$ cat src/glgs_pkg.sv
// Shared constants, codes and types of the stencil core.
package glgs_pkg;

    localparam int DEF_MAX_WIDTH   = 64;
    localparam int DEF_MAX_HEIGHT  = 64;
    localparam int DEF_SAMPLE_BITS = 16;

    localparam int COORD_BITS     = 6;
    localparam int CFG_BITS       = 7;
    localparam int CFG_INDEX_BITS = 2;
    localparam int MODE_BITS      = 2;
    localparam int LAP_BITS       = 19;
    localparam int GRAD_BITS      = 17;

    localparam logic [CFG_INDEX_BITS-1:0] REG_GRID_WIDTH  = 2'd0;
    localparam logic [CFG_INDEX_BITS-1:0] REG_GRID_HEIGHT = 2'd1;
    localparam logic [CFG_INDEX_BITS-1:0] REG_EDGE_MODE   = 2'd2;

    localparam logic [MODE_BITS-1:0] EDGE_PERIODIC = 2'd0;
    localparam logic [MODE_BITS-1:0] EDGE_REFLECT  = 2'd1;
    localparam logic [MODE_BITS-1:0] EDGE_ZERO     = 2'd2;
    localparam logic [MODE_BITS-1:0] EDGE_CLAMP    = 2'd3;

    localparam logic [CFG_BITS-1:0]  RESET_GRID_WIDTH  = 7'd64;
    localparam logic [CFG_BITS-1:0]  RESET_GRID_HEIGHT = 7'd64;
    localparam logic [MODE_BITS-1:0] RESET_EDGE_MODE   = EDGE_ZERO;

    localparam logic KIND_WRITE = 1'b0;
    localparam logic KIND_QUERY = 1'b1;

    localparam int TAP_COUNT = 5;
    localparam int TAP_C     = 0;
    localparam int TAP_N     = 1;
    localparam int TAP_S     = 2;
    localparam int TAP_E     = 3;
    localparam int TAP_W     = 4;

    typedef struct packed {
        logic                 is_query;
        logic                 skip;
        logic [TAP_COUNT-1:0] tap_ok;
    } cmd_flags_t;

    function automatic int addr_bits(input int depth);
        return (depth > 1) ? $clog2(depth) : 1;
    endfunction

endpackage

$ cat src/glgs_stream_if.sv
// Valid/ready channel interfaces for the input items and the result items.
interface glgs_in_if #(
    parameter int SAMPLE_BITS = glgs_pkg::DEF_SAMPLE_BITS
);
    import glgs_pkg::*;

    logic                          valid;
    logic                          ready;
    logic                          kind;
    logic [COORD_BITS-1:0]         col;
    logic [COORD_BITS-1:0]         row;
    logic signed [SAMPLE_BITS-1:0] sample;

    modport source (output valid, kind, col, row, sample, input ready);
    modport sink (input valid, kind, col, row, sample, output ready);
endinterface


$ cat src/glgs_front.sv
// Front end: configuration registers, item classification and neighbor address resolution.
module glgs_front #(
    parameter int MAX_WIDTH   = glgs_pkg::DEF_MAX_WIDTH,
    parameter int MAX_HEIGHT  = glgs_pkg::DEF_MAX_HEIGHT,
    parameter int SAMPLE_BITS = glgs_pkg::DEF_SAMPLE_BITS
) (
    input  logic                                   clk,
    input  logic                                   rst_n,
    glgs_in_if.sink                                in_ch,
    input  logic                                   cfg_we,
    input  logic [glgs_pkg::CFG_INDEX_BITS-1:0]    cfg_index,
    input  logic [glgs_pkg::CFG_BITS-1:0]          cfg_data,
    output logic                                   cmd_valid,
    input  logic                                   cmd_ready,
    output glgs_pkg::cmd_flags_t                   cmd_flags,
    output logic [glgs_pkg::TAP_COUNT-1:0]
                 [glgs_pkg::addr_bits(MAX_WIDTH*MAX_HEIGHT)-1:0] cmd_addr,
    output logic signed [SAMPLE_BITS-1:0]          cmd_sample
);
    import glgs_pkg::*;

    localparam int ADDR_BITS = addr_bits(MAX_WIDTH * MAX_HEIGHT);
    localparam int POS_BITS  = CFG_BITS;

    typedef struct packed {
        logic                ok;
        logic [POS_BITS-1:0] pos;
    } axis_t;

    logic [CFG_BITS-1:0]  grid_width_reg;
    logic [CFG_BITS-1:0]  grid_height_reg;
    logic [MODE_BITS-1:0] edge_mode_reg;

    logic [POS_BITS-1:0] ext_w;
    logic [POS_BITS-1:0] ext_h;
    logic [POS_BITS-1:0] x;
    logic [POS_BITS-1:0] y;
    axis_t               x_dn;
    axis_t               x_up;
    axis_t               y_dn;
    axis_t               y_up;
    logic                is_query;
    logic                query_oor;
    logic                write_beyond;

    function automatic logic [POS_BITS-1:0] clamp_extent(input logic [POS_BITS-1:0] v,
                                                         input int maxv);
        if (v == '0) begin
            return POS_BITS'(1);
        end
        if (int'(v) > maxv) begin
            return POS_BITS'(maxv);
        end
        return v;
    endfunction

    function automatic axis_t step_down(input logic [POS_BITS-1:0] p,
                                        input logic [POS_BITS-1:0] ext,
                                        input logic [MODE_BITS-1:0] mode);
        axis_t r;
        r.ok  = 1'b1;
        r.pos = p;
        if (p != '0) begin
            r.pos = p - POS_BITS'(1);
        end
        else begin
            unique case (mode)
                EDGE_PERIODIC: r.pos = ext - POS_BITS'(1);
                EDGE_REFLECT:  r.pos = (ext == POS_BITS'(1)) ? '0 : POS_BITS'(1);
                EDGE_ZERO:     r.ok  = 1'b0;
                EDGE_CLAMP:    r.pos = '0;
            endcase
        end
        return r;
    endfunction

    function automatic axis_t step_up(input logic [POS_BITS-1:0] p,
                                      input logic [POS_BITS-1:0] ext,
                                      input logic [MODE_BITS-1:0] mode);
        axis_t r;
        r.ok  = 1'b1;
        r.pos = p;
        if ((p + POS_BITS'(1)) < ext) begin
            r.pos = p + POS_BITS'(1);
        end
        else begin
            unique case (mode)
                EDGE_PERIODIC: r.pos = '0;
                EDGE_REFLECT:  r.pos = (ext == POS_BITS'(1)) ? '0 : ext - POS_BITS'(2);
                EDGE_ZERO:     r.ok  = 1'b0;
                EDGE_CLAMP:    r.pos = ext - POS_BITS'(1);
            endcase
        end
        return r;
    endfunction

    function automatic logic [ADDR_BITS-1:0] cell_addr(input logic [POS_BITS-1:0] px,
                                                       input logic [POS_BITS-1:0] py);
        int lin;
        lin = int'(py) * MAX_WIDTH + int'(px);
        return ADDR_BITS'(lin);
    endfunction

    always_ff @(posedge clk or negedge rst_n) begin
        if (!rst_n) begin
            grid_width_reg  <= RESET_GRID_WIDTH;
            grid_height_reg <= RESET_GRID_HEIGHT;
            edge_mode_reg   <= RESET_EDGE_MODE;
        end
        else if (cfg_we) begin
            unique case (cfg_index)
                REG_GRID_WIDTH:  grid_width_reg  <= cfg_data;
                REG_GRID_HEIGHT: grid_height_reg <= cfg_data;
                REG_EDGE_MODE:   edge_mode_reg   <= cfg_data[MODE_BITS-1:0];
                default:         ;
            endcase
        end
    end

    always_comb begin
        ext_w        = clamp_extent(grid_width_reg, MAX_WIDTH);
        ext_h        = clamp_extent(grid_height_reg, MAX_HEIGHT);
        x            = POS_BITS'(in_ch.col);
        y            = POS_BITS'(in_ch.row);
        x_dn         = step_down(x, ext_w, edge_mode_reg);
        x_up         = step_up(x, ext_w, edge_mode_reg);
        y_dn         = step_down(y, ext_h, edge_mode_reg);
        y_up         = step_up(y, ext_h, edge_mode_reg);
        is_query     = (in_ch.kind == KIND_QUERY);
        query_oor    = (x >= ext_w) || (y >= ext_h);
        write_beyond = !((int'(in_ch.col) < MAX_WIDTH) && (int'(in_ch.row) < MAX_HEIGHT));

        cmd_flags.is_query      = is_query;
        cmd_flags.skip          = is_query ? query_oor : write_beyond;
        cmd_flags.tap_ok        = '0;
        cmd_flags.tap_ok[TAP_C] = 1'b1;
        cmd_flags.tap_ok[TAP_N] = y_dn.ok;
        cmd_flags.tap_ok[TAP_S] = y_up.ok;
        cmd_flags.tap_ok[TAP_E] = x_up.ok;
        cmd_flags.tap_ok[TAP_W] = x_dn.ok;

        cmd_addr[TAP_C] = cell_addr(x, y);
        cmd_addr[TAP_N] = cell_addr(x, y_dn.pos);
        cmd_addr[TAP_S] = cell_addr(x, y_up.pos);
        cmd_addr[TAP_E] = cell_addr(x_up.pos, y);
        cmd_addr[TAP_W] = cell_addr(x_dn.pos, y);
    end

    assign cmd_valid   = in_ch.valid;
    assign in_ch.ready = cmd_ready;
    assign cmd_sample  = in_ch.sample;

endmodule

$ cat src/flat_wrapper.sv
// flat-port wrapper written by rule: the top's interface ports become plain ports
module glgs_front_flat import glgs_pkg::*;
#(
    parameter int MAX_WIDTH   = glgs_pkg::DEF_MAX_WIDTH,
    parameter int MAX_HEIGHT  = glgs_pkg::DEF_MAX_HEIGHT,
    parameter int SAMPLE_BITS = glgs_pkg::DEF_SAMPLE_BITS
)
  (clk, rst_n, cfg_we, cfg_index, cfg_data, cmd_valid, cmd_ready, cmd_flags, cmd_addr, cmd_sample, in_ch_valid, in_ch_kind, in_ch_col, in_ch_row, in_ch_sample, in_ch_ready);
  glgs_in_if #(.SAMPLE_BITS(SAMPLE_BITS)) in_ch_i ();
  input  logic clk;
  input  logic rst_n;
  input  logic cfg_we;
  input  logic [glgs_pkg::CFG_INDEX_BITS-1:0] cfg_index;
  input  logic [glgs_pkg::CFG_BITS-1:0] cfg_data;
  output logic cmd_valid;
  input  logic cmd_ready;
  output glgs_pkg::cmd_flags_t cmd_flags;
  output logic [glgs_pkg::TAP_COUNT-1:0]
                 [glgs_pkg::addr_bits(MAX_WIDTH*MAX_HEIGHT)-1:0] cmd_addr;
  output logic signed [SAMPLE_BITS-1:0] cmd_sample;
  input wire logic [$bits(in_ch_i.valid)-1:0] in_ch_valid;
  input wire logic [$bits(in_ch_i.kind)-1:0] in_ch_kind;
  input wire logic [$bits(in_ch_i.col)-1:0] in_ch_col;
  input wire logic [$bits(in_ch_i.row)-1:0] in_ch_row;
  input wire logic [$bits(in_ch_i.sample)-1:0] in_ch_sample;
  output wire logic [$bits(in_ch_i.ready)-1:0] in_ch_ready;
  assign in_ch_i.valid = in_ch_valid;
  assign in_ch_i.kind = in_ch_kind;
  assign in_ch_i.col = in_ch_col;
  assign in_ch_i.row = in_ch_row;
  assign in_ch_i.sample = in_ch_sample;
  assign in_ch_ready = in_ch_i.ready;
  glgs_front #(.MAX_WIDTH(MAX_WIDTH), .MAX_HEIGHT(MAX_HEIGHT), .SAMPLE_BITS(SAMPLE_BITS)) u_core (.clk(clk), .rst_n(rst_n), .in_ch(in_ch_i), .cfg_we(cfg_we), .cfg_index(cfg_index), .cfg_data(cfg_data), .cmd_valid(cmd_valid), .cmd_ready(cmd_ready), .cmd_flags(cmd_flags), .cmd_addr(cmd_addr), .cmd_sample(cmd_sample));
endmodule
$ cat config.mk
export PLATFORM = sky130hd
export DESIGN_NAME = glgs_front_flat
export DESIGN_NICKNAME = d
export VERILOG_FILES = /design/src/glgs_pkg.sv /design/src/glgs_stream_if.sv /design/src/glgs_front.sv /design/src/flat_wrapper.sv
export SDC_FILE = /design/constraint.sdc
export NUM_CORES = 1
export LEC_CHECK = 0
export BUFFER_PORTS_ARGS = -buffer_cell sky130_fd_sc_hd__buf_2
export CORE_UTILIZATION = 50
export DETAILED_ROUTE_END_ITERATION = 16
export PLACE_DENSITY = 0.82
export SLEW_MARGIN = 20
export SYNTH_ARGS = -nofsm -noshare
export SYNTH_HDL_FRONTEND = slang
export SYNTH_SLANG_ARGS = --single-unit
$ cat constraint.sdc
create_clock -name clk -period 5.74 [get_ports clk]
set_input_delay 1.148 -clock clk [delete_from_list [all_inputs] [get_ports clk]]
set_output_delay 1.148 -clock clk [all_outputs]
set_load 0.005 [all_outputs]
==> flow_results.org, run 1 <==
** Logic synthesis
- Syn_nets :: 515
- Averaged over all synthesized cells, the footprint is 7.66 um^2.
- Post-synthesis sequential element count :: 16
- Number of flops mapped to enable cells by yosys :: 0
- Dominant cell by count in the synthesized netlist :: sky130_fd_sc_hd__buf_4
- Register area share after synthesis :: 12.3%
- For this run, the leading register cell type out of synthesis is sky130_fd_sc_hd__dfrtp_1.
- Count of cell types in the netlist :: 68
- Summed over its instances, the top area cell type makes up 16.4% of the synthesized netlist area.
- The mapped netlist covers 3290 um^2.
- Gate count after technology mapping :: 429
- Largest cells by area after synthesis :: sky130_fd_sc_hd__ha_1, sky130_fd_sc_hd__buf_4, sky130_fd_sc_hd__dfrtp_1
- List of most frequent post-synthesis cells :: sky130_fd_sc_hd__buf_4, sky130_fd_sc_hd__ha_1, sky130_fd_sc_hd__nand2_1, sky130_fd_sc_hd__nor2_1, sky130_fd_sc_hd__a21oi_1
- For this run, the number of Yosys warnings is 0.
- Dominant cell type by area after synthesis :: sky130_fd_sc_hd__ha_1
- After synthesis, the share of flip-flops with an asynchronous set or reset is 100%.

** Detailed routing
- The final route contains 3274 vias.
- For this run, design rule violations remaining after detail routing come to 0.
- The first detailed-routing pass ran for 5 iterations.
- Total detailed-routing wirelength :: 8.45 mm
- Number of violations reported at the end of detailed-routing iteration 0 :: 283
- Remaining antenna violation count :: 0
- Average detailed-routed wire length per instance :: 15.8 um
- Vias/cell :: 6.12

** Placement
- Detailed placement finished with a half-perimeter wire length of 6.76 mm.
- Global placement routability congestion :: 0.906
- During placement, the flow inserted port buffers numbering 90.
- Placed Instance Area :: 3420 um^2

** Clock network
- Total number of H-tree levels :: 1
- CTS Buf Count :: 3
- Clk_lat worst skew :: 0.25 ns
- After clock tree synthesis, the clock-pin slew on the worst setup and hold paths is 0.06 ns.
- Number of resized instances in the post-cts repair step :: 0
- In this run the clock root is driven by a sky130_fd_sc_hd__clkbuf_8.
- Counting every sink on the clock net gives 16.
- After clock tree synthesis, the setup repair step added 0 buffers.
- CTS tree :: built
- After clock tree synthesis, the flow added hold-fix buffers numbering 0.
- Counting along the longest clock path gives a buffer depth of 2.

** Timing
- Worst Clk Skew :: 0 ns
- Actual slew at the worst max-slew pin :: 0.705 ns
- Setup repair after global routing left no endpoint under its margin.
- Dividing the final minimum period by the clock period gives 89.1%.
- The max-slew violation count came to 0.
- F_max :: 196 MHz
- Counting I/O delays and the setup requirement, the final critical path takes 5.11 ns.
- The total count of hold-check failures in the final report came to 0.
- Worst relative slew slack :: 52.8%
- Setup violations remaining at the end of the flow were counted as 0.
- Fin Setup TNS :: 0 ns

** Worst setup path
- Data arrives at the worst endpoint at 3.96 ns.
- Crit path required time :: 4.59 ns
- Setup CP Type :: in -> out
- Crit start category :: input port
- Worst-path maximum fanout :: 12
- STA classifies the critical path endpoint as a primary output.

** Status
- The run finished with clean final reports.

** Floorplanning
- Height of the chip :: 83.1 um
- Area enclosed by the die boundary :: 6900 um^2
- Core Region :: 6350 um^2
- The floorplan step set the die width to 83.1 um.
- In this run the core area contains 29 standard-cell rows.
- Effective utilization at floorplan :: 51.8%
- Number of primary I/O pins :: 128

** Hold path
- Class of the tightest hold or removal check :: reg -> reg

** GRT
- Overflow left after global routing :: 0
- The initial antenna violation count came to 0.
- Across every metal layer, demand over resource in global routing totals 24.5%.
- Entering global routing, the biggest net connects 22 pins.
- The first global-routing pass estimated 14.2 mm of wire.
- The number of global-route vias before repair is 2876.

** Finish
- Final antenna diode count :: 0
- The area growth from synthesis to layout is 5.48%.
- Count of nets after finishing :: 545
- Fill cells in the final layout number 594.
- The multi-input combinational cells in the finished layout cover a total of 2410 um^2.
- Combined flip-flop and latch cell area :: 404 um^2
- Once layout is done, the placed cells without fillers occupy 3470 um^2.
- Of the cells placed in the final design, the portion with a size suffix greater than 1 is 27.5%.

** Power and ir drop
- Power per unit of standard cell area :: 236 nW/um^2
- In this run the static leakage power is 0.00159 uW.
- Peak supply drop :: 145 uV

** Run
- Across the run, the number of max-cap violations was 0.
==> layout by cell type (no fill, tap or decap), drive strengths merged, types with 12 or more instances in the layout <==
cell	n
nor2	31
nor3	12
nand2	36
ha	43
buf	91
inv	13
dfrtp	13
a21oi	28
xnor2	17
mux2	18
o21ai	26
==> final timing paths <==
check                                                from                   endpoint  slack, ns  depth (start not counted)
max in group asynchronous                           rst_n   u_core.grid_width_reg[6]       4.65                          1
min in group asynchronous                           rst_n  u_core.grid_height_reg[5]       0.79                          1
worst max register to register   u_core.grid_width_reg[6]   u_core.grid_width_reg[6]       4.43                          2
worst max-delay path                         in_ch_col[0]               cmd_addr[46]       0.63                         13
worst min-delay path            u_core.grid_height_reg[0]  u_core.grid_height_reg[0]       0.54                          1
worst min register to register  u_core.grid_height_reg[0]  u_core.grid_height_reg[0]       0.54                          1
==> critical path, stage by stage <==
cell and delay [ns]:
sky130_fd_sc_hd__buf_2 0.17, sky130_fd_sc_hd__ha_1 0.26, sky130_fd_sc_hd__and3_1 0.24, sky130_fd_sc_hd__and3_1 0.21, sky130_fd_sc_hd__ha_1 0.20, sky130_fd_sc_hd__or4_1 0.50, sky130_fd_sc_hd__o22a_1 0.20, sky130_fd_sc_hd__mux2_2 0.28
sky130_fd_sc_hd__ha_1 0.21, sky130_fd_sc_hd__ha_1 0.22, sky130_fd_sc_hd__nand3_1 0.11, sky130_fd_sc_hd__xnor2_1 0.11, sky130_fd_sc_hd__buf_2 0.13
==> per-layer routing <==
layer	up-vias	routed length (um)	GRT usage, %
met4	0	91	5.96
met5	-	0	0
met3	7	647	2.88
met2	180	4020	40.2
met1	1520	3700	34.1
li1	1567	-	-
==> area by class of cell <==
| type | instances | share of cell area [%] |
|---|---|---|
| multi-input cells | 333 | 69.6 |
| repair buffers | 91 | 13.2 |
| flip-flops and latches | 16 | 11.7 |
| well taps | 77 | 2.78 |
| inverters | 14 | 1.52 |
| clock buffers | 4 | 1.30 |
==> per-stage QoR <==
step           util (%)  power [uW]  std cells  worst slack (ns)  hold WS (ns)
2_1_floorplan         -         583        429             0.890         0.504
6_report           54.6         820        535             0.627         0.538
3_3_place_gp       53.9         710        531             0.702         0.529
3_5_place_dp       53.9         726        531             0.614         0.525
4_1_cts            54.6         817        535             0.615         0.540
5_1_grt            54.6         896        535             0.441         0.557
==> cells by family after synthesis <==
group           after synthesis  synth area share [%]
fa+ha+maj                    43                  16.4
flops                        16                  12.3
other cells                   1                 0.114
simple gates                137                  21.6
buf+inv                      80                  14.3
xor+xnor                     26                  6.93
compound gates              102                  20.3
mux                          24                  8.10
==> power breakdown <==
part	switching (uW)	internal, uW
logic	303	240
clock network	36.8	49.2
registers	53.1	137
Power figures use the tool's default switching activity.
==> run 2, diff against run 1 <==
Settings changed: MAX_ROUTING_LAYER from default to met4, RECOVER_POWER from default to 25.
==> run 2 against run 1 <==
Die area unchanged. Worst setup slack got worse by 0.0046 ns. Register-to-register slack better by 0.02 ns. Global-route usage increased by 0.70 points. Power is 0.27% lower. Flip-flop and latch count unchanged. Clock power is essentially flat. Cell count unchanged. Final area decreased by 0.25%. Critical endpoint unchanged. Largest power group unchanged.
==> flow_results.org, run 2 (synthesis results as in run 1) <==
** Run
- Count of max-cap constraint violations :: 0 (unchanged)

** Detailed routing
- The first-pass iteration count of the detailed router came to 5 (unchanged).
- Remaining antenna violation count :: 0 (unchanged)
- Average detailed-routed wire length per instance :: 15.8 um (-0.17%)
- Remaining routing DRC violations :: 0 (unchanged)
- The routed wire length came to 8.44 mm (-0.17%).
- The mean number of vias per cell came to 6.12 (about the same).
- The total via count after detailed routing is 3273 (-0.031%).
- Number of violations reported at the end of detailed-routing iteration 0 :: 282 (-0.35%)

** GRT
- The global-route wire length before repair is 14.2 mm (about the same).
- The initial antenna violation count is 0 (unchanged).
- Total global routing track utilization :: 25.2% (+0.70 points)
- The overall overflow remaining after global route is 0 (unchanged).
- Pin count of the biggest net entering global routing :: 22 (unchanged)
- Vias in the first global route :: 2869 (-0.24%)

** Hold path
- In this run the most critical hold path is launched from u_core.grid_height_reg[0].
- The tightest min-delay check is of the reg -> reg type.
- Worst Hold Depth :: 1 (unchanged)

** Timing
- Setup repair after global routing left no endpoint under its margin.
- The share of the cycle needed by the critical path after routing came to 89.2% (about the same).
- Actual slew at the worst max-slew pin :: 1.07 ns (+0.360 ns)
- The clock skew after layout was 0 ns (unchanged).
- Max-slew violation count :: 0 (unchanged)
- The number of endpoints failing setup at the final stage came to 0 (unchanged).
- Final hold viol count :: 0 (unchanged)
- F_max :: 195 MHz (about the same)
- Worst relative slew slack :: 28.8% (-24 points)
- Fin Setup TNS :: 0 ns (unchanged)
- The final critical-path required period came to 5.12 ns (+0.00460 ns).

** Finish
- Finished Cell Area :: 3460 um^2 (-0.25%)
- Leading cell types in the layout, fill and taps excluded :: sky130_fd_sc_hd__buf_2, sky130_fd_sc_hd__ha_1, sky130_fd_sc_hd__nand2_1, sky130_fd_sc_hd__nor2_1, sky130_fd_sc_hd__a21oi_1
- The number of diodes came to 0 (unchanged).
- The core utilization of the finished layout came to 54.5% (-0.14 points).
- Count of nets after finishing :: 545 (unchanged)
- Layout cells sized above 1 :: 26.6% (-0.87 points)
- The area growth from synthesis to layout is 5.21%.
- Leaving out fill and tap cells, the most frequent cell in the layout is sky130_fd_sc_hd__buf_2.

** Floorplanning
- The top-level I/O count was 128 (unchanged).
- The number of core rows came to 29 (unchanged).
- The core area is 6350 um^2 (unchanged).
- Height of the chip :: 83.1 um (unchanged)
- Area enclosed by the die boundary :: 6900 um^2 (unchanged)
- Die Span X :: 83.1 um (unchanged)
- The effective utilization at floorplan came to 51.8% (unchanged).

** Worst setup path
- The worst setup path is launched from an input port.
- Setup CP Type :: in -> out
- Worst EP arrival :: 3.97 ns (about the same)
- R2R setup slack :: 4.45 ns (+0.02 ns)
- CP Capture Type :: primary output
- The path depth of the worst reg2reg path is 2 (unchanged).
- The required time at the worst-slack endpoint is 4.59 ns (about the same).
- Worst-path maximum fanout :: 12 (unchanged)
- In this run the critical register-to-register path is launched from u_core.grid_width_reg[6].
- Startpoint of the worst setup timing path :: in_ch_col[0]

** Clock network
- Clk slew on worst S/H paths :: 0.06 ns (about the same)
- CTS Buf Count :: 3 (unchanged)
- The number of levels in the clock H-tree is 1 (unchanged).
- Number of resized instances in the post-cts repair step :: 0 (unchanged)
- TritonCTS sink count :: 16 (unchanged)
- The later-pin clock latency in the skew report came to 0.25 ns (about the same).
- The worst-case clock buffer depth came to 2 (unchanged).
- CTS placed an instance of sky130_fd_sc_hd__clkbuf_8 at the clock tree root.
- Hold-fix buffer count after cts :: 0 (unchanged)
- Post-CTS Setup Bufs :: 0 (unchanged)
- TritonCTS built the clock tree.

** Power and ir drop
- Total design power :: 818 uW (-0.27%)
- Power per unit of standard cell area :: 236 nW/um^2 (about the same)
- Peak supply drop :: 145 uV (about the same)
- The static power due to leakage was 0.00158 uW (-0.63%).

** Status
- The flow ran to the end, and the final reports show no timing, DRC or antenna violations.

** Placement
- The standard cell area after detailed placement came to 3420 um^2 (unchanged).
- The count of buffers inserted at the top-level ports was 90 (unchanged).
- Half-perimeter wire length of the detailed placement result :: 6.76 mm (unchanged)
- Global placement routability congestion :: 0.922 (+1.7%)
run 2: area by class of cell:
type	count	area, um^2
repair buffers	91	454
fillers	598	2890
multi-input cells	333	2410
well taps	77	96.3
flip-flops and latches	16	404
inverters	14	52.6
clock buffers	4	45.0
run 2: layer usage:
layer / vias to the layer above / part of all wire (%) / track usage, %
met5: - / 0 / -
met4: 0 / 1.2 / 5.96
met3: 8 / 7.4 / 2.88
met2: 179 / 48 / 40.0
met1: 1521 / 43 / 34.2
li1: 1565 / - / -
run 2: through the flow:
| stage | cells | setup WS (ns) | hold slack [ns] |
|---|---|---|---|
| final | 535 | 0.623 | 0.539 |
| after global placement | 531 | 0.702 | 0.529 |
| after floorplan | 429 | 0.890 | 0.504 |
| after CTS | 535 | 0.615 | 0.540 |
| after detailed placement | 531 | 0.614 | 0.525 |
| after global routing | 535 | 0.441 | 0.557 |
run 2: report_power, final:
part	internal (uW)	switching [uW]	leakage (uW)
registers	137	52.9	0.000185
clock network	49.2	36.8	0.0000228
logic	240	302	0.00137
total	426	391	0.00158
run 2: final timing paths:
check                                             to
max                                     cmd_addr[46]
min                        u_core.grid_height_reg[0]
max reg2reg                 u_core.grid_width_reg[6]
min reg2reg                u_core.grid_height_reg[0]
max in group asynchronous   u_core.grid_width_reg[1]
min in group asynchronous  u_core.grid_height_reg[5]
run 2: worst max-delay path, stage by stage:
cell,delay [ns]
sky130_fd_sc_hd__buf_2,0.17
sky130_fd_sc_hd__ha_1,0.26
sky130_fd_sc_hd__and3_1,0.24
sky130_fd_sc_hd__and3_1,0.21
sky130_fd_sc_hd__ha_1,0.19
sky130_fd_sc_hd__or4_1,0.49
sky130_fd_sc_hd__o22a_1,0.20
sky130_fd_sc_hd__mux2_2,0.28
sky130_fd_sc_hd__ha_1,0.21
sky130_fd_sc_hd__ha_1,0.22
sky130_fd_sc_hd__nand3_1,0.11
sky130_fd_sc_hd__xnor2_1,0.11
sky130_fd_sc_hd__buf_2,0.13
==> run 3, diff against run 2 <==
Settings changed: REMOVE_ABC_BUFFERS from default to 1.
==> run 3 against run 2 <==
Routed wire length rose by 3.9%. Critical path depth did not move. Die area did not move. Largest cell class unchanged. Fmax fell by 0.53%. Power rose by 0.87%.
==> flow_results.org, run 3 (synthesis results as in run 1) <==
** Status
- The flow ran to the end, and the final reports show no timing, DRC or antenna violations.

** Timing
- The clock skew after layout came to 0 ns (unchanged).
- Setup slack after layout :: 0.595 ns (-0.0274 ns)
- The total negative setup slack came to 0 ns (unchanged).
- The total count of hold-check failures in the final report is 0 (unchanged).
- The max-slew violation count is 0 (unchanged).
- The slew at the pin closest to its max-slew limit is 1.02 ns (-0.0482 ns).
- Setup repair after global routing left no endpoint under its margin.
- The number of endpoints failing setup at the final stage was 0 (unchanged).
- The final critical-path required period is 5.14 ns (+0.0274 ns).
- The highest attainable clock frequency was 194 MHz (-0.53%).
- Worst relative slew slack :: 32.1% (+3.2 points)
- Crit share post-route :: 89.6% (+0.48 points)

** Detailed routing
- The routed wire length was 8.77 mm (+3.9%).
- The post-route DRC violation count is 0 (unchanged).
- The average wire length per cell after detail routing came to 16.4 um (+3.9%).
- Initial DRT Pass Iterations :: 5 (unchanged)
- Vias/cell :: 6.03 (-1.4%)
- The total via count after detailed routing came to 3228 (-1.4%).
- Remaining antenna violation count :: 0 (unchanged)
- The violation count after the first detailed-routing iteration is 229 (-19%).

** GRT
- Number of antenna violations at the first check in global routing :: 0 (unchanged)
- The overall overflow remaining after global route was 0 (unchanged).
- After global routing, the most crowded layer is met2.
- Global Route met3 Usage :: 5.07% (+2.2 points)
- Global-route wire length before repair :: 14.2 mm (+0.59%)
- The overall fraction of global-route tracks in use came to 25.3% (+0.17 points).
- The global-route track usage on met1 was 35.7% (+1.5 points).
- Vias in the first global route :: 3013 (+5.0%)
- Global routing usage on met2 :: 37.0% (-3.0 points)
- The maximum number of pins on one net before global-route repair is 22 (unchanged).

** Clock network
- The tree is rooted in a sky130_fd_sc_hd__clkbuf_8.
- CTS tree :: built
- Number of buffers between clock root and the deepest sink :: 2 (unchanged)
- Number of resized instances in the post-cts repair step :: 0 (unchanged)
- Total number of H-tree levels :: 1 (unchanged)
- Post-CTS Setup Bufs :: 0 (unchanged)
- CTS Buf Count :: 3 (unchanged)
- Clk_lat worst skew :: 0.25 ns (about the same)
- Clk slew on worst S/H paths :: 0.06 ns (about the same)
- The clock sink total was 16 (unchanged).
- The post-cts hold buffer count is 0 (unchanged).

** Placement
- DP Worst Slack :: 0.597 ns (-0.0169 ns)
- The last weighted congestion value of the routability-driven placer came to 0.998 (+8.2%).
- The count of buffers inserted at the top-level ports is 90 (unchanged).
- Half-perimeter wire length of the detailed placement result :: 6.89 mm (+1.8%)

** Power and ir drop
- The power per standard cell area is 238 nW/um^2 (+0.87%).
- The overall power was 825 uW (+0.87%).
- The static power due to leakage came to 0.00158 uW (unchanged).
- The maximum resistive drop on vdd is 212 uV (+46%).

** Worst setup path
- The largest stage delay on the critical path is 0.50 ns (about the same).
- The critical path goes through buf_2, ha_1, and3_1, and3_1, ha_1, or4_1, o22a_1, mux2_2, ha_1, ha_1, nand3_1, xnor2_1, buf_2.
- STA classifies the critical path startpoint as an input port.
- Critical path's slowest cell :: sky130_fd_sc_hd__or4_1
- Crit path required time :: 4.59 ns (about the same)
- The maximum net fanout on the critical path is 12 (unchanged).
- The arrival time at the worst endpoint was 4.00 ns (+0.03 ns).
- Setup CP Type :: in -> out
- Most numerous cell on the critical path :: sky130_fd_sc_hd__ha_1
- The worst setup path is captured at a primary output.
- Top Family by Delay on Critical Path :: simple AND/OR/NAND/NOR gates
- The slack of the worst reg-to-reg path came to 4.43 ns (-0.02 ns).
- The buffering stage count on the worst path with inverters included was 2 (unchanged).

** Floorplanning
- The top-level I/O count is 128 (unchanged).
- Core Region :: 6350 um^2 (unchanged)
- The vertical die dimension is 83.1 um (unchanged).
- Floorplan row count :: 29 (unchanged)
- The die area was 6900 um^2 (unchanged).
- The chip width was 83.1 um (unchanged).
- Effective utilization at floorplan :: 51.8% (unchanged)

** Finish
- The final-stage net count was 545 (unchanged).
- The multi-input combinational cell area came to 2410 um^2 (unchanged).
- P&R area growth vs syn :: 5.21% (unchanged)
- The fraction of layout instances using a drive strength above 1 was 26.6% (unchanged).
- The count of filler cells inserted in the layout was 610 (+2.0%).
- Most common library cell in the layout ignoring fill and taps :: sky130_fd_sc_hd__buf_2
- The area taken by flip-flops and latches was 404 um^2 (unchanged).
- The top cell types in the final layout, fill and taps aside, are sky130_fd_sc_hd__buf_2, sky130_fd_sc_hd__ha_1, sky130_fd_sc_hd__nand2_1, sky130_fd_sc_hd__nor2_1, sky130_fd_sc_hd__a21oi_1.
- The number of diodes was 0 (unchanged).

** Hold path
- The min-delay analysis places its worst path in the category reg -> reg.

** Run
- Count of max-cap constraint violations :: 0 (unchanged)
-- run 3: where the power goes --
group          switching [uW]  total [uW]  internal (uW)
Sequential               52.3         190            137
Clock                    36.1        85.3           49.2
Combinational             310         550            240
Total                     398         825            427
-- run 3: area by class of cell --
class,count,share of cell area [%]
Multi-Input combinational cell,333,69.6
Timing Repair Buffer,91,13.1
Sequential cell,16,11.7
Tap cell,77,2.78
Inverter,14,1.52
Clock buffer,4,1.30
-- run 3: final timing paths --
path | start | end | cells after the start
min reg2reg | u_core.grid_height_reg[0] | u_core.grid_height_reg[0] | 1
max in group asynchronous | rst_n | u_core.grid_width_reg[1] | 1
max | in_ch_col[0] | cmd_addr[46] | 13
min | u_core.grid_height_reg[0] | u_core.grid_height_reg[0] | 1
min in group asynchronous | rst_n | u_core.edge_mode_reg[0] | 1
max reg2reg | u_core.grid_width_reg[6] | u_core.grid_width_reg[6] | 2
-- run 3: through the flow --
| step | hold slack (ns) | instance area [um^2] | instances | utilization (%) |
|---|---|---|---|---|
| after floorplan | 0.504 | 2870 | 363 | - |
| after global placement | 0.527 | 3420 | 531 | 53.9 |
| after detailed placement | 0.532 | 3420 | 531 | 53.9 |
| after CTS | 0.544 | 3470 | 535 | 54.6 |
| after global routing | 0.577 | 3460 | 535 | 54.5 |
| final | 0.540 | 3460 | 535 | 54.5 |
-- run 3: per-layer routing --
layer,part of all wire (%),vias to the layer above
li1,-,1565
met1,47,1506
met2,44,147
met3,7.7,10
met4,1.5,0
met5,0,-
