$ cat src/glgs_cmd_queue.sv
// Two-entry command queue between the front end and the back end.
module glgs_cmd_queue #(
    parameter int WIDTH = 1
) (
    input  logic             clk,
    input  logic             rst_n,
    input  logic             push_valid,
    output logic             push_ready,
    input  logic [WIDTH-1:0] push_data,
    output logic             pop_valid,
    input  logic             pop_ready,
    output logic [WIDTH-1:0] pop_data
);
    localparam int DEPTH    = 2;
    localparam int PTR_BITS = 1;
    localparam int CNT_BITS = 2;

    logic [WIDTH-1:0]    entry_reg [DEPTH];
    logic [PTR_BITS-1:0] wr_ptr_reg;
    logic [PTR_BITS-1:0] rd_ptr_reg;
    logic [CNT_BITS-1:0] count_reg;
    logic [CNT_BITS-1:0] count_next;
    logic                do_push;
    logic                do_pop;

    assign push_ready = (count_reg != CNT_BITS'(DEPTH));
    assign pop_valid  = (count_reg != '0);
    assign pop_data   = entry_reg[rd_ptr_reg];
    assign do_push    = push_valid && push_ready;
    assign do_pop     = pop_valid && pop_ready;

    always_comb begin
        count_next = count_reg;
        if (do_push && !do_pop) begin
            count_next = count_reg + CNT_BITS'(1);
        end
        else if (do_pop && !do_push) begin
            count_next = count_reg - CNT_BITS'(1);
        end
    end

    always_ff @(posedge clk or negedge rst_n) begin
        if (!rst_n) begin
            wr_ptr_reg <= '0;
            rd_ptr_reg <= '0;
            count_reg  <= '0;
        end
        else begin
            count_reg <= count_next;
            if (do_push) begin
                wr_ptr_reg <= wr_ptr_reg + PTR_BITS'(1);
            end
            if (do_pop) begin
                rd_ptr_reg <= rd_ptr_reg + PTR_BITS'(1);
            end
        end
    end

    always_ff @(posedge clk) begin
        if (do_push) begin
            entry_reg[wr_ptr_reg] <= push_data;
        end
    end

endmodule

$ cat config.mk
export PLATFORM = sky130hd
export DESIGN_NAME = glgs_cmd_queue
export DESIGN_NICKNAME = d
export VERILOG_FILES = /design/src/glgs_cmd_queue.sv
export SDC_FILE = /design/constraint.sdc
export NUM_CORES = 1
export LEC_CHECK = 0
export ABC_AREA = 1
export BUFFER_PORTS_ARGS = -buffer_cell sky130_fd_sc_hd__buf_2
export CAP_MARGIN = 20
export CORE_AREA = 2 2 39 41
export CTS_BUF_LIST = sky130_fd_sc_hd__clkbuf_8
export CTS_CLUSTER_SIZE = 40
export DETAILED_ROUTE_END_ITERATION = 10
export DIE_AREA = 0 0 41 43
export GPL_ROUTABILITY_DRIVEN = 0
export PLACE_DENSITY = 0.49
export SLEW_MARGIN = 25
export SYNTH_ARGS = -nofsm -noshare
export SYNTH_HDL_FRONTEND = slang
export SYNTH_SLANG_ARGS = --single-unit
$ cat constraint.sdc
create_clock -name clk -period 1.75 [get_ports clk]
set_input_delay 0.35 -clock clk [delete_from_list [all_inputs] [get_ports clk]]
set_output_delay 0.35 -clock clk [all_outputs]
set_load 0.005 [all_outputs]
==> impl_results.html, run 1 <==
<table>
<tr><th>Metric</th><th>Value</th></tr>
<tr><th colspan="2">Outcome</th></tr>
<tr><td>Result of the run</td><td>finished, final reports clean</td></tr>
<tr><th colspan="2">Synthesis</th></tr>
<tr><td>Syn_area_per_cell</td><td>a little over 9 sq um</td></tr>
<tr><td>Top cells by area, synth</td><td>sky130_fd_sc_hd__dfrtp_1, sky130_fd_sc_hd__edfxtp_1, sky130_fd_sc_hd__nand2_1</td></tr>
<tr><td>Seq cells post-synth</td><td>6</td></tr>
<tr><td>Syn nets</td><td>40</td></tr>
<tr><td>Number of unique standard cell types used by synthesis</td><td>13</td></tr>
<tr><td>Cell accounting for the most synthesized area</td><td>sky130_fd_sc_hd__dfrtp_1</td></tr>
<tr><td>Synthesized area</td><td>approximately 320 sq um</td></tr>
<tr><td>Syn. warnings</td><td>0</td></tr>
<tr><td>Cells after Synth</td><td>34</td></tr>
<tr><td>Top-area cell type share of the netlist area</td><td>0.3162</td></tr>
<tr><td>Sequential cell area fraction in the yosys report</td><td>0.5059</td></tr>
<tr><td>Most common cell in the synthesized netlist</td><td>sky130_fd_sc_hd__nand2_1</td></tr>
<tr><td>Leading cell types by count after synthesis</td><td>sky130_fd_sc_hd__nand2_1, sky130_fd_sc_hd__inv_1, sky130_fd_sc_hd__dfrtp_1</td></tr>
<tr><td>Async set-reset flop share out of synthesis</td><td>0.6667</td></tr>
<tr><td>Main flop type after synthesis</td><td>sky130_fd_sc_hd__dfrtp_1</td></tr>
<tr><td>Count of flip-flops with a built-in enable after synthesis</td><td>2</td></tr>
<tr><th colspan="2">Place</th></tr>
<tr><td>Post-placement cell count</td><td>between 50 and 60</td></tr>
<tr><td>Sum of net half-perimeters after detailed placement</td><td>417.3 microns</td></tr>
<tr><td>Placement-stage worst setup slack</td><td>~0.35 ns</td></tr>
<tr><td>Area after detailed placement</td><td>around 370 sq um</td></tr>
<tr><td>Port Buffer Count</td><td>7</td></tr>
<tr><th colspan="2">Floorplan</th></tr>
<tr><td>Overall die width</td><td>between 40 and 50 microns</td></tr>
<tr><td>Std cell rows</td><td>14</td></tr>
<tr><td>Initial core utilization</td><td>0.2288</td></tr>
<tr><td>Number of top-level pins</td><td>8</td></tr>
<tr><td>Total die area</td><td>1763 sq um</td></tr>
<tr><td>Die extent in y</td><td>~43 microns</td></tr>
<tr><td>Area of the core</td><td>1384 sq um</td></tr>
<tr><th colspan="2">Clocking</th></tr>
<tr><td>Inserted Clock Buffers</td><td>3</td></tr>
<tr><td>Clock latency at the later pin of the worst-skew pair</td><td>about 0.22 ns</td></tr>
<tr><td>CTS tree</td><td>yes</td></tr>
<tr><td>Worst-case clock buffer depth</td><td>2</td></tr>
<tr><td>Number of levels in the clock H-tree</td><td>1</td></tr>
<tr><td>Count of clock tree sinks</td><td>6</td></tr>
<tr><td>Clock Root Buffer</td><td>sky130_fd_sc_hd__clkbuf_8</td></tr>
<tr><td>Number of gates resized after CTS</td><td>0</td></tr>
<tr><td>Clock slew at the register clock pins of the worst setup and hold paths</td><td>~0.04 ns</td></tr>
<tr><th colspan="2">Drt</th></tr>
<tr><td>Antenna Violating Nets Remaining</td><td>0</td></tr>
<tr><td>Number of DRC markers in iteration 0</td><td>4</td></tr>
<tr><td>Total detailed-routing wirelength</td><td>~500 microns</td></tr>
<tr><td>Routed wire per std cell</td><td>8.081 microns</td></tr>
<tr><td>Routed vias</td><td>240</td></tr>
<tr><td>Number of remaining DRC errors</td><td>0</td></tr>
<tr><td>DR pass1 iterations</td><td>3</td></tr>
<tr><td>Per-cell via count in the routed design</td><td>3.871</td></tr>
<tr><th colspan="2">Pwr</th></tr>
<tr><td>Worst ir drop on vdd</td><td>about 0.54 mV</td></tr>
<tr><td>Total Power Consumption</td><td>768.5 uW</td></tr>
<tr><td>PD cells</td><td>1801 nW/um^2</td></tr>
<tr><td>LEAKAGE</td><td>approximately 0.23 nW</td></tr>
<tr><th colspan="2">Timing</th></tr>
<tr><td>Worst slew slack as a fraction of its limit</td><td>0.8857</td></tr>
<tr><td>Count of final hold-check violations</td><td>0</td></tr>
<tr><td>Setup slack of the critical path after layout</td><td>0.3641 ns</td></tr>
<tr><td>Period Utilization, post-route</td><td>0.7919</td></tr>
<tr><td>Worst slew pin tran</td><td>0.1715 ns</td></tr>
<tr><td>Max Transition Viols Final</td><td>0</td></tr>
<tr><td>Number of setup violations in the final report</td><td>0</td></tr>
<tr><td>Shortest clock period the worst path allows after layout</td><td>approximately 1.4 ns</td></tr>
<tr><td>Highest clock rate</td><td>0.7216 GHz</td></tr>
<tr><td>Clock tree skew after final layout</td><td>roughly 0.0014 ns</td></tr>
<tr><td>RSZ-0062 raised after global routing</td><td>no</td></tr>
<tr><td>Setup Total Neg Slack</td><td>0 ns</td></tr>
<tr><th colspan="2">Global route</th></tr>
<tr><td>Aggregate global routing overflow</td><td>0</td></tr>
<tr><td>Wire length of the first global-routing pass</td><td>about 810 microns</td></tr>
<tr><td>Maximum number of pins on one net before global-route repair</td><td>5</td></tr>
<tr><td>Number of antenna violations at the first check in global routing</td><td>0</td></tr>
<tr><td>Via count of the first global-routing pass</td><td>213</td></tr>
<tr><td>GRT Util Overall</td><td>0.07505</td></tr>
<tr><th colspan="2">Setup path</th></tr>
<tr><td>Family with the most delay on the worst path</td><td>flip-flops</td></tr>
<tr><td>Worst EP required</td><td>1.86 ns</td></tr>
<tr><td>Critical path class</td><td>reg2reg</td></tr>
<tr><td>Startpoint Class</td><td>register</td></tr>
<tr><td>CP max FO</td><td>4</td></tr>
<tr><td>CP Data Arrival Time</td><td>1.49 ns</td></tr>
<tr><td>CP Cell Sequence</td><td>inv_2 &gt; nand2_4 &gt; nand2_4 &gt; inv_1 &gt; ha_1 &gt; inv_1 &gt; nand3_1 &gt; nand2_1 &gt; nand2_1</td></tr>
<tr><td>Start point of the critical path</td><td>count_reg[0]</td></tr>
<tr><td>CP endpoint kind</td><td>register</td></tr>
<tr><td>Worst path max stage delay</td><td>approximately 0.40 ns</td></tr>
<tr><td>Source of the worst register-to-register timing path</td><td>count_reg[0]</td></tr>
<tr><td>Cell at the slowest stage of the critical path</td><td>sky130_fd_sc_hd__dfrtp_1</td></tr>
<tr><td>Number of buffers and inverters on the critical path</td><td>3</td></tr>
<tr><th colspan="2">Layout</th></tr>
<tr><td>Number of filler instances in the final layout</td><td>between 150 and 200</td></tr>
<tr><td>Total Nets Final</td><td>between 50 and 60</td></tr>
<tr><td>Fraction of final layout cells with drive strength greater than 1</td><td>0.3696</td></tr>
<tr><td>Post-synthesis to final-layout area growth</td><td>34.78%</td></tr>
<tr><td>Post-route cell area</td><td>between 400 and 500 sq um</td></tr>
<tr><td>Number of diodes</td><td>0</td></tr>
<tr><td>Layout Cells excl Fill</td><td>between 60 and 70</td></tr>
<tr><th colspan="2">Min path</th></tr>
<tr><td>Classification of the worst-slack hold path</td><td>in2reg</td></tr>
<tr><td>Beginning of the worst hold path</td><td>push_data</td></tr>
<tr><th colspan="2">Job</th></tr>
<tr><td>MaxCap Viol Count</td><td>0</td></tr>
</table>
[routing by layer]
metal / GRT usage / up-vias / routed length, microns
met5: 0 / - / 0
met4: 0.08000 / 0 / 14
met3: 0.03141 / 2 / 37
met2: 0.09688 / 7 / 246
met1: 0.08306 / 105 / 202
li1: - / 126 / -
[timing repair]
action | 4_1_cts | 5_1_grt
endpoints found under the hold margin | 4 | 0
buffers inserted | 0 | 0
hold buffers | 1 | 0
setup endpoints to repair | 0 | 0
[path summary, 6_finish.rpt]
check                          endpoint  slack (ns)  cells after the start
max in group asynchronous    wr_ptr_reg        1.16                      2
setup / recovery           count_reg[1]        0.36                      9
min in group asynchronous    rd_ptr_reg        0.47                      2
hold reg to reg              rd_ptr_reg        0.51                      2
hold / removal             entry_reg[0]        0.31                      1
setup reg to reg           count_reg[1]        0.36                      9
[layout by cell type, fill, tap and decap left out, drive strengths merged]
cell / n
xnor2: 1
dfrtp: 4
nor2: 2
nand3: 2
buf: 7
edfxtp: 2
nand4: 1
clkbuf: 3
nand2: 13
inv: 8
ha: 1
xor2: 1
dlygate4sd3: 1
[where the power goes]
group          internal (mW)  switching (mW)  total [mW]
clock                  0.151          0.0584       0.209
combinational          0.131           0.173       0.304
sequential             0.209          0.0465       0.256
total                  0.491           0.278       0.769
[cell families (layout without fill, tap and decap cells)]
group                      count (synthesis)  in the layout  share of synthesized area
DFF                                        6              6                     0.5059
xor gates and xnor gates                   2              2                    0.07907
and+or+nand+nor                           18             18                     0.2925
buffers and inverters                      7             19                    0.08302
adders and majority gates                  1              1                    0.03952
[cell type report]
| cell class | instances | area [sq um] | share of cell area |
|---|---|---|---|
| Sequential cell | 6 | 160.2 | 0.3754 |
| Multi-Input combinational cell | 21 | 130.1 | 0.3050 |
| Timing Repair Buffer | 8 | 45.04 | 0.1056 |
| Clock buffer | 3 | 41.29 | 0.09677 |
| Inverter | 7 | 26.28 | 0.06158 |
| Tap cell | 16 | 20.02 | 0.04692 |
| Clock inverter | 1 | 3.754 | 0.008798 |
[per-stage QoR]
| step | hold slack, ns | util |
|---|---|---|
| after floorplan | 0.05441 | - |
| after global placement | 0.1617 | 0.2685 |
| after detailed placement | 0.1623 | 0.2685 |
| after CTS | 0.3077 | 0.3083 |
| after global routing | 0.3155 | 0.3083 |
| final | 0.3147 | 0.3083 |
No activity file was read; power rests on OpenSTA's default activity.
==> run 2, diff against run 1 <==
==> constraint.sdc (replaced) <==
create_clock -name clk -period 1.4 [get_ports clk]
set_input_delay 0.28 -clock clk [delete_from_list [all_inputs] [get_ports clk]]
set_output_delay 0.28 -clock clk [all_outputs]
set_load 0.005 [all_outputs]
==> run 2 against run 1 <==
Against the previous run: first-iteration DRC count decreased by 50%; total power increased by 32%; register-to-register slack got worse by 0.23 ns; critical endpoint unchanged.
==> impl_results.html, run 2 (synthesis results as in run 1) <==
<table>
<tr><th>Metric</th><th>Value</th></tr>
<tr><th colspan="2">Outcome</th></tr>
<tr><td>Result of the run</td><td>finished, final reports clean</td></tr>
<tr><th colspan="2">Setup path</th></tr>
<tr><td>Worst EP required</td><td>1.50 ns (-0.36 ns)</td></tr>
<tr><td>Number of buffers and inverters on the critical path</td><td>3 (unchanged)</td></tr>
<tr><td>CP max FO</td><td>3 (-1)</td></tr>
<tr><td>Cell at the slowest stage of the critical path</td><td>sky130_fd_sc_hd__dfrtp_1</td></tr>
<tr><td>Critical path class</td><td>reg2reg</td></tr>
<tr><td>CP Data Arrival Time</td><td>1.37 ns (-0.12 ns)</td></tr>
<tr><td>Family with the most delay on the worst path</td><td>flip-flops</td></tr>
<tr><td>Worst path max stage delay</td><td>0.40 ns (about the same)</td></tr>
<tr><td>CP Cell Sequence</td><td>inv_2 &gt; nand2_4 &gt; nand2_4 &gt; inv_1 &gt; ha_4 &gt; inv_1 &gt; nand3_1 &gt; nand2_1 &gt; nand2_1</td></tr>
<tr><td>Startpoint Class</td><td>register</td></tr>
<tr><td>CP endpoint kind</td><td>register</td></tr>
<tr><th colspan="2">Min path</th></tr>
<tr><td>Classification of the worst-slack hold path</td><td>in2reg</td></tr>
<tr><th colspan="2">Timing</th></tr>
<tr><td>Worst slew slack as a fraction of its limit</td><td>0.8873 (+0.001616)</td></tr>
<tr><td>Max Transition Viols Final</td><td>0 (unchanged)</td></tr>
<tr><td>Setup slack of the critical path after layout</td><td>0.1302 ns (-0.2340 ns)</td></tr>
<tr><td>Worst hold margin</td><td>0.2495 ns (-0.06521 ns)</td></tr>
<tr><td>Number of setup violations in the final report</td><td>0 (unchanged)</td></tr>
<tr><td>Shortest clock period the worst path allows after layout</td><td>1.270 ns (-0.1160 ns)</td></tr>
<tr><td>RSZ-0062 raised after global routing</td><td>no</td></tr>
<tr><td>Clock tree skew after final layout</td><td>0.004608 ns (+0.003185 ns)</td></tr>
<tr><td>Setup Total Neg Slack</td><td>0 ns (unchanged)</td></tr>
<tr><td>Period Utilization, post-route</td><td>0.9070 (+0.1151)</td></tr>
<tr><td>Highest clock rate</td><td>0.7875 GHz (+9.1%)</td></tr>
<tr><td>Count of final hold-check violations</td><td>0 (unchanged)</td></tr>
<tr><td>Worst slew pin tran</td><td>0.1691 ns (-0.002425 ns)</td></tr>
<tr><th colspan="2">Layout</th></tr>
<tr><td>Fraction of final layout cells with drive strength greater than 1</td><td>0.4167 (+0.04710)</td></tr>
<tr><td>Post-synthesis to final-layout area growth</td><td>43.48%</td></tr>
<tr><td>Finished Core Util</td><td>0.3282 (+0.01989)</td></tr>
<tr><td>Total Nets Final</td><td>55 (+3.8%)</td></tr>
<tr><td>Leading cell type in the layout, fill and taps excluded</td><td>sky130_fd_sc_hd__nand2_1</td></tr>
<tr><td>Layout Cells excl Fill</td><td>64 (+3.2%)</td></tr>
<tr><td>Post-route cell area</td><td>454.2 sq um (+6.5%)</td></tr>
<tr><td>Most frequent cells in the layout</td><td>sky130_fd_sc_hd__nand2_1, sky130_fd_sc_hd__buf_2, sky130_fd_sc_hd__inv_1</td></tr>
<tr><td>Number of diodes</td><td>0 (unchanged)</td></tr>
<tr><th colspan="2">Place</th></tr>
<tr><td>Post-placement cell count</td><td>58 (+1.8%)</td></tr>
<tr><td>Placement-stage worst setup slack</td><td>0.06042 ns (-0.2933 ns)</td></tr>
<tr><td>Area after detailed placement</td><td>379.1 sq um (+2.0%)</td></tr>
<tr><td>Port Buffer Count</td><td>7 (unchanged)</td></tr>
<tr><th colspan="2">Drt</th></tr>
<tr><td>Routed wire per std cell</td><td>7.891 microns (-2.4%)</td></tr>
<tr><td>Total detailed-routing wirelength</td><td>505 microns (+0.80%)</td></tr>
<tr><td>DR pass1 iterations</td><td>2 (-1)</td></tr>
<tr><td>Antenna Violating Nets Remaining</td><td>0 (unchanged)</td></tr>
<tr><td>Number of remaining DRC errors</td><td>0 (unchanged)</td></tr>
<tr><td>Sum of met2 wire segment lengths after detailed routing</td><td>253 microns (+2.8%)</td></tr>
<tr><td>Number of DRC markers in iteration 0</td><td>2 (-2)</td></tr>
<tr><td>Routed vias</td><td>231 (-3.8%)</td></tr>
<tr><td>Detailed-route wire length on metal 1</td><td>231 microns (+14%)</td></tr>
<tr><td>Per-cell via count in the routed design</td><td>3.609 (-6.8%)</td></tr>
<tr><td>Routed length on met3</td><td>20 microns (-46%)</td></tr>
<tr><td>Highest routing layer actually used</td><td>met3</td></tr>
<tr><th colspan="2">Clocking</th></tr>
<tr><td>Number of levels in the clock H-tree</td><td>1 (unchanged)</td></tr>
<tr><td>CTS tree</td><td>yes</td></tr>
<tr><td>Inserted Clock Buffers</td><td>3 (unchanged)</td></tr>
<tr><td>Clock Root Buffer</td><td>sky130_fd_sc_hd__clkbuf_8</td></tr>
<tr><td>Clock latency at the later pin of the worst-skew pair</td><td>0.22 ns (about the same)</td></tr>
<tr><td>Clock slew at the register clock pins of the worst setup and hold paths</td><td>0.04 ns (about the same)</td></tr>
<tr><td>Worst-case clock buffer depth</td><td>2 (unchanged)</td></tr>
<tr><td>Count of clock tree sinks</td><td>6 (unchanged)</td></tr>
<tr><th colspan="2">Pwr</th></tr>
<tr><td>Worst ir drop on vdd</td><td>0.7718 mV (+42%)</td></tr>
<tr><td>LEAKAGE</td><td>0.2359 nW (+4.3%)</td></tr>
<tr><td>Total Power Consumption</td><td>1.012 mW (+32%)</td></tr>
<tr><td>PD cells</td><td>2228 nW/um^2 (+24%)</td></tr>
<tr><th colspan="2">Global route</th></tr>
<tr><td>Aggregate global routing overflow</td><td>0 (unchanged)</td></tr>
<tr><td>Wire length of the first global-routing pass</td><td>841 microns (+4.2%)</td></tr>
<tr><td>Via count of the first global-routing pass</td><td>242 (+14%)</td></tr>
<tr><td>Number of antenna violations at the first check in global routing</td><td>0 (unchanged)</td></tr>
<tr><td>GRT Util Overall</td><td>0.07317 (-0.001880)</td></tr>
<tr><td>Maximum number of pins on one net before global-route repair</td><td>5 (unchanged)</td></tr>
<tr><th colspan="2">Floorplan</th></tr>
<tr><td>Overall die width</td><td>41 microns (unchanged)</td></tr>
<tr><td>Std cell rows</td><td>14 (unchanged)</td></tr>
<tr><td>Total die area</td><td>1763 sq um (unchanged)</td></tr>
<tr><td>Initial core utilization</td><td>0.2288 (unchanged)</td></tr>
<tr><td>Area of the core</td><td>1384 sq um (unchanged)</td></tr>
<tr><td>Number of top-level pins</td><td>8 (unchanged)</td></tr>
<tr><td>Die extent in y</td><td>43 microns (unchanged)</td></tr>
<tr><th colspan="2">Job</th></tr>
<tr><td>MaxCap Viol Count</td><td>0 (unchanged)</td></tr>
</table>
[run 2: path summary, 6_finish.rpt]
path	start	slack, ns	end	cells past startpoint
setup / recovery	count_reg[0]	0.13	count_reg[1]	9
hold / removal	push_data	0.25	entry_reg[1]	1
setup reg to reg	count_reg[0]	0.13	count_reg[1]	9
hold reg to reg	rd_ptr_reg	0.50	rd_ptr_reg	2
max in group asynchronous	rst_n	0.89	wr_ptr_reg	2
min in group asynchronous	rst_n	0.39	rd_ptr_reg	2
[run 2: what timing repair did]
item                                    in CTS  in global routing
endpoints found under the setup margin       0                  1
hold buffers                                 1                  0
resized for setup                            0                  1
endpoints found under the hold margin        4                  0
buffers inserted                             0                  1
[run 2: final cells by class]
cell class / count / area (sq um)
inverters: 7 / 26.28
repair buffers: 10 / 60.06
fillers: 159 / 929.6
flip-flops and latches: 6 / 160.2
clock inverters: 1 / 3.754
clock buffers: 3 / 41.29
well taps: 16 / 20.02
multi-input cells: 21 / 142.6
[run 2: power by group]
group	total, mW	internal [mW]	switching, mW
Clock	0.258	0.188	0.0702
Sequential	0.317	0.261	0.0552
Combinational	0.437	0.206	0.231
[run 2: routing by layer]
layer,GRT usage,vias up
met4,0.06000,0
met3,0.01571,0
met1,0.09365,98
met5,0,-
li1,-,129
met2,0.1000,4
[run 2: worst reg2reg max path, stage by stage, from the launching register on]
cell and delay, ns:
sky130_fd_sc_hd__dfrtp_1 0.40, sky130_fd_sc_hd__inv_2 0.10, sky130_fd_sc_hd__nand2_4 0.06, sky130_fd_sc_hd__nand2_4 0.05, sky130_fd_sc_hd__inv_1 0.06, sky130_fd_sc_hd__ha_4 0.24
sky130_fd_sc_hd__inv_1 0.07, sky130_fd_sc_hd__nand3_1 0.07, sky130_fd_sc_hd__nand2_1 0.05, sky130_fd_sc_hd__nand2_1 0.05
==> run 3, diff against run 2 <==
--- a/config.mk
+++ b/config.mk
@@ -9,7 +9,7 @@
 export BUFFER_PORTS_ARGS = -buffer_cell sky130_fd_sc_hd__buf_2
 export CAP_MARGIN = 20
 export CORE_AREA = 2 2 39 41
-export CTS_BUF_LIST = sky130_fd_sc_hd__clkbuf_8
+export CTS_BUF_LIST = sky130_fd_sc_hd__clkbuf_4 sky130_fd_sc_hd__clkbuf_8
 export CTS_CLUSTER_SIZE = 40
 export DETAILED_ROUTE_END_ITERATION = 10
 export DIE_AREA = 0 0 41 43
==> constraint.sdc (replaced) <==
create_clock -name clk -period 1.45 [get_ports clk]
set_input_delay 0.29 -clock clk [delete_from_list [all_inputs] [get_ports clk]]
set_output_delay 0.29 -clock clk [all_outputs]
set_load 0.005 [all_outputs]
==> run 3 against run 2 <==
Against the previous run: first-iteration DRC count fell by 50%; sequential share of layout area up 1.8 points; register-to-register slack about the same; final cell count decreased by 1.6%; critical path type unchanged; combinational power fell by 6.9%.
==> impl_results.html, run 3 (synthesis results as in run 1) <==
<table>
<tr><th>Metric</th><th>Value</th></tr>
<tr><th colspan="2">Outcome</th></tr>
<tr><td>Result of the run</td><td>finished, final reports clean</td></tr>
<tr><th colspan="2">Timing</th></tr>
<tr><td>Period Utilization, post-route</td><td>0.9073 (about the same)</td></tr>
<tr><td>Shortest clock period the worst path allows after layout</td><td>1.316 ns (+0.04575 ns)</td></tr>
<tr><td>RSZ-0062 raised after global routing</td><td>no</td></tr>
<tr><td>Worst slew pin tran</td><td>0.1725 ns (+0.003417 ns)</td></tr>
<tr><td>Highest clock rate</td><td>0.7601 GHz (-3.5%)</td></tr>
<tr><td>Clock tree skew after final layout</td><td>0.005264 ns (+0.0006558 ns)</td></tr>
<tr><td>Setup Total Neg Slack</td><td>0 ns (unchanged)</td></tr>
<tr><td>Worst hold margin</td><td>0.2363 ns (-0.01315 ns)</td></tr>
<tr><td>Setup slack of the critical path after layout</td><td>0.1344 ns (+0.004245 ns)</td></tr>
<tr><td>Worst slew slack as a fraction of its limit</td><td>0.8850 (-0.002278)</td></tr>
<tr><td>Max Transition Viols Final</td><td>0 (unchanged)</td></tr>
<tr><td>Number of setup violations in the final report</td><td>0 (unchanged)</td></tr>
<tr><td>Count of final hold-check violations</td><td>0 (unchanged)</td></tr>
<tr><th colspan="2">Floorplan</th></tr>
<tr><td>Area of the core</td><td>1384 sq um (unchanged)</td></tr>
<tr><td>Std cell rows</td><td>14 (unchanged)</td></tr>
<tr><td>Initial core utilization</td><td>0.2288 (unchanged)</td></tr>
<tr><td>Overall die width</td><td>41 microns (unchanged)</td></tr>
<tr><td>Die extent in y</td><td>43 microns (unchanged)</td></tr>
<tr><td>Number of top-level pins</td><td>8 (unchanged)</td></tr>
<tr><td>Total die area</td><td>1763 sq um (unchanged)</td></tr>
<tr><th colspan="2">Clocking</th></tr>
<tr><td>Clock latency at the later pin of the worst-skew pair</td><td>0.24 ns (+0.02 ns)</td></tr>
<tr><td>Worst-case clock buffer depth</td><td>2 (unchanged)</td></tr>
<tr><td>Clock slew at the register clock pins of the worst setup and hold paths</td><td>0.04 ns (about the same)</td></tr>
<tr><td>Inserted Clock Buffers</td><td>3 (unchanged)</td></tr>
<tr><td>Clock Root Buffer</td><td>sky130_fd_sc_hd__clkbuf_4</td></tr>
<tr><td>Number of levels in the clock H-tree</td><td>1 (unchanged)</td></tr>
<tr><td>CTS tree</td><td>yes</td></tr>
<tr><td>Count of clock tree sinks</td><td>6 (unchanged)</td></tr>
<tr><th colspan="2">Global route</th></tr>
<tr><td>Aggregate global routing overflow</td><td>0 (unchanged)</td></tr>
<tr><td>Number of antenna violations at the first check in global routing</td><td>0 (unchanged)</td></tr>
<tr><td>GRT Util Overall</td><td>0.07809 (+0.004923)</td></tr>
<tr><td>Via count of the first global-routing pass</td><td>228 (-5.8%)</td></tr>
<tr><td>Maximum number of pins on one net before global-route repair</td><td>5 (unchanged)</td></tr>
<tr><td>Wire length of the first global-routing pass</td><td>834 microns (-0.83%)</td></tr>
<tr><th colspan="2">Layout</th></tr>
<tr><td>Leading cell type in the layout, fill and taps excluded</td><td>sky130_fd_sc_hd__nand2_1</td></tr>
<tr><td>Number of filler instances in the final layout</td><td>157 (-1.3%)</td></tr>
<tr><td>Post-synthesis to final-layout area growth</td><td>36.36%</td></tr>
<tr><td>Post-route cell area</td><td>431.7 sq um (-5.0%)</td></tr>
<tr><td>Total Nets Final</td><td>54 (-1.8%)</td></tr>
<tr><td>Fraction of final layout cells with drive strength greater than 1</td><td>0.4255 (+0.008865)</td></tr>
<tr><td>Number of diodes</td><td>0 (unchanged)</td></tr>
<tr><td>Finished Core Util</td><td>0.3119 (-0.01627)</td></tr>
<tr><td>Most frequent cells in the layout</td><td>sky130_fd_sc_hd__nand2_1, sky130_fd_sc_hd__buf_2, sky130_fd_sc_hd__inv_1</td></tr>
<tr><th colspan="2">Min path</th></tr>
<tr><td>Classification of the worst-slack hold path</td><td>in2reg</td></tr>
<tr><th colspan="2">Setup path</th></tr>
<tr><td>Cell at the slowest stage of the critical path</td><td>sky130_fd_sc_hd__dfrtp_1</td></tr>
<tr><td>CP endpoint kind</td><td>register</td></tr>
<tr><td>CP max FO</td><td>4 (+1)</td></tr>
<tr><td>Startpoint Class</td><td>register</td></tr>
<tr><td>Reg2Reg Setup Slack</td><td>0.13 ns (about the same)</td></tr>
<tr><td>Worst EP required</td><td>1.57 ns (+0.07 ns)</td></tr>
<tr><td>Family with the most delay on the worst path</td><td>flip-flops</td></tr>
<tr><td>CP Data Arrival Time</td><td>1.44 ns (+0.07 ns)</td></tr>
<tr><td>CP Cell Sequence</td><td>inv_2 &gt; nand2_4 &gt; nand2_4 &gt; inv_1 &gt; ha_4 &gt; inv_1 &gt; nand3_1 &gt; nand2_1 &gt; nand2_1</td></tr>
<tr><td>Critical path class</td><td>reg2reg</td></tr>
<tr><td>Number of buffers and inverters on the critical path</td><td>3 (unchanged)</td></tr>
<tr><td>Worst path max stage delay</td><td>0.40 ns (about the same)</td></tr>
<tr><th colspan="2">Drt</th></tr>
<tr><td>Antenna Violating Nets Remaining</td><td>0 (unchanged)</td></tr>
<tr><td>Routed wire per std cell</td><td>7.683 microns (-2.6%)</td></tr>
<tr><td>DR pass1 iterations</td><td>2 (unchanged)</td></tr>
<tr><td>Per-cell via count in the routed design</td><td>3.857 (+6.9%)</td></tr>
<tr><td>Routed vias</td><td>243 (+5.2%)</td></tr>
<tr><td>Number of remaining DRC errors</td><td>0 (unchanged)</td></tr>
<tr><td>Total detailed-routing wirelength</td><td>484 microns (-4.2%)</td></tr>
<tr><td>Number of DRC markers in iteration 0</td><td>1 (-1)</td></tr>
<tr><th colspan="2">Pwr</th></tr>
<tr><td>Combinational power share</td><td>0.457 (+0.025)</td></tr>
<tr><td>Switching power</td><td>329.1 uW (-7.7%)</td></tr>
<tr><td>Switching Share</td><td>0.3690 (+0.01679)</td></tr>
<tr><td>Worst ir drop on vdd</td><td>0.7426 mV (-3.8%)</td></tr>
<tr><td>Fraction of power consumed by sequential logic</td><td>0.345 (+0.032)</td></tr>
<tr><td>PD cells</td><td>2066 nW/um^2 (-7.3%)</td></tr>
<tr><td>Internal power of the cells</td><td>562.7 uW (-14%)</td></tr>
<tr><td>LEAKAGE</td><td>0.2227 nW (-5.6%)</td></tr>
<tr><td>Clock network power share</td><td>0.198 (-0.057)</td></tr>
<tr><th colspan="2">Place</th></tr>
<tr><td>Port Buffer Count</td><td>7 (unchanged)</td></tr>
<tr><td>Placement-stage worst setup slack</td><td>0.04335 ns (-0.01707 ns)</td></tr>
<tr><td>Area after detailed placement</td><td>371.6 sq um (-2.0%)</td></tr>
<tr><td>Sum of net half-perimeters after detailed placement</td><td>approximately 420 microns</td></tr>
<tr><th colspan="2">Job</th></tr>
<tr><td>MaxCap Viol Count</td><td>0 (unchanged)</td></tr>
</table>
-- run 3: cell types whose count changed in the layout (fill, tap and decap cells not counted) --
| cell | change |
|---|---|
| sky130_fd_sc_hd__buf_4 | -1 |
| sky130_fd_sc_hd__clkbuf_4 | +4 |
| sky130_fd_sc_hd__clkbuf_8 | -3 |
| sky130_fd_sc_hd__inv_1 | -1 |
-- run 3: cell type report --
| type | instances | area (sq um) | area share |
|---|---|---|---|
| well taps | 16 | 20.02 | 0.04638 |
| clock buffers | 4 | 30.03 | 0.06957 |
| repair buffers | 9 | 52.55 | 0.1217 |
| multi-input cells | 21 | 142.6 | 0.3304 |
| inverters | 7 | 26.28 | 0.06087 |
| flip-flops and latches | 6 | 160.2 | 0.3710 |
-- run 3: repair_timing --
action                                  4_1_cts  5_1_grt
buffers inserted                              0        1
hold buffers                                  1        0
hold endpoints to repair                      4        0
resized for setup                             0        1
endpoints found under the setup margin        0        1
-- run 3: per-layer routing --
layer	vias up	track usage	routed length [microns]
met1	106	0.08970	210
li1	129	-	-
met5	-	0	0
met4	0	0.08000	8
met3	2	0.03141	31
met2	6	0.1000	235
-- run 3: worst register-to-register path, cell delays in order (launching register included) --
cell and delay [ns]:
sky130_fd_sc_hd__dfrtp_1 0.40, sky130_fd_sc_hd__inv_2 0.10, sky130_fd_sc_hd__nand2_4 0.06, sky130_fd_sc_hd__nand2_4 0.08
sky130_fd_sc_hd__inv_1 0.07, sky130_fd_sc_hd__ha_4 0.24, sky130_fd_sc_hd__inv_1 0.06, sky130_fd_sc_hd__nand3_1 0.08
sky130_fd_sc_hd__nand2_1 0.06, sky130_fd_sc_hd__nand2_1 0.05
-- run 3: worst paths after layout --
check / from / end / cells past startpoint
max: count_reg[0] / count_reg[1] / 9
min: push_data / entry_reg[0] / 1
max reg2reg: count_reg[0] / count_reg[1] / 9
min reg2reg: rd_ptr_reg / rd_ptr_reg / 2
max in group asynchronous: rst_n / count_reg[0] / 2
min in group asynchronous: rst_n / rd_ptr_reg / 2
-- run 3: power groups by stage --
stage          Clock [mW]  Sequential [mW]  Combinational, mW
6_report            0.177            0.308              0.407
5_1_grt             0.199            0.315              0.476
4_1_cts             0.185            0.309              0.378
3_5_place_dp            0            0.312              0.374
3_3_place_gp            0            0.308              0.362
2_1_floorplan           0            0.301              0.281
-- run 3: metrics by stage --
stage,total power [mW],std cells
final,0.8918,63
after global routing,0.9901,63
after CTS,0.8719,62
after detailed placement,0.6862,57
after global placement,0.6699,57
after floorplan,0.5815,34
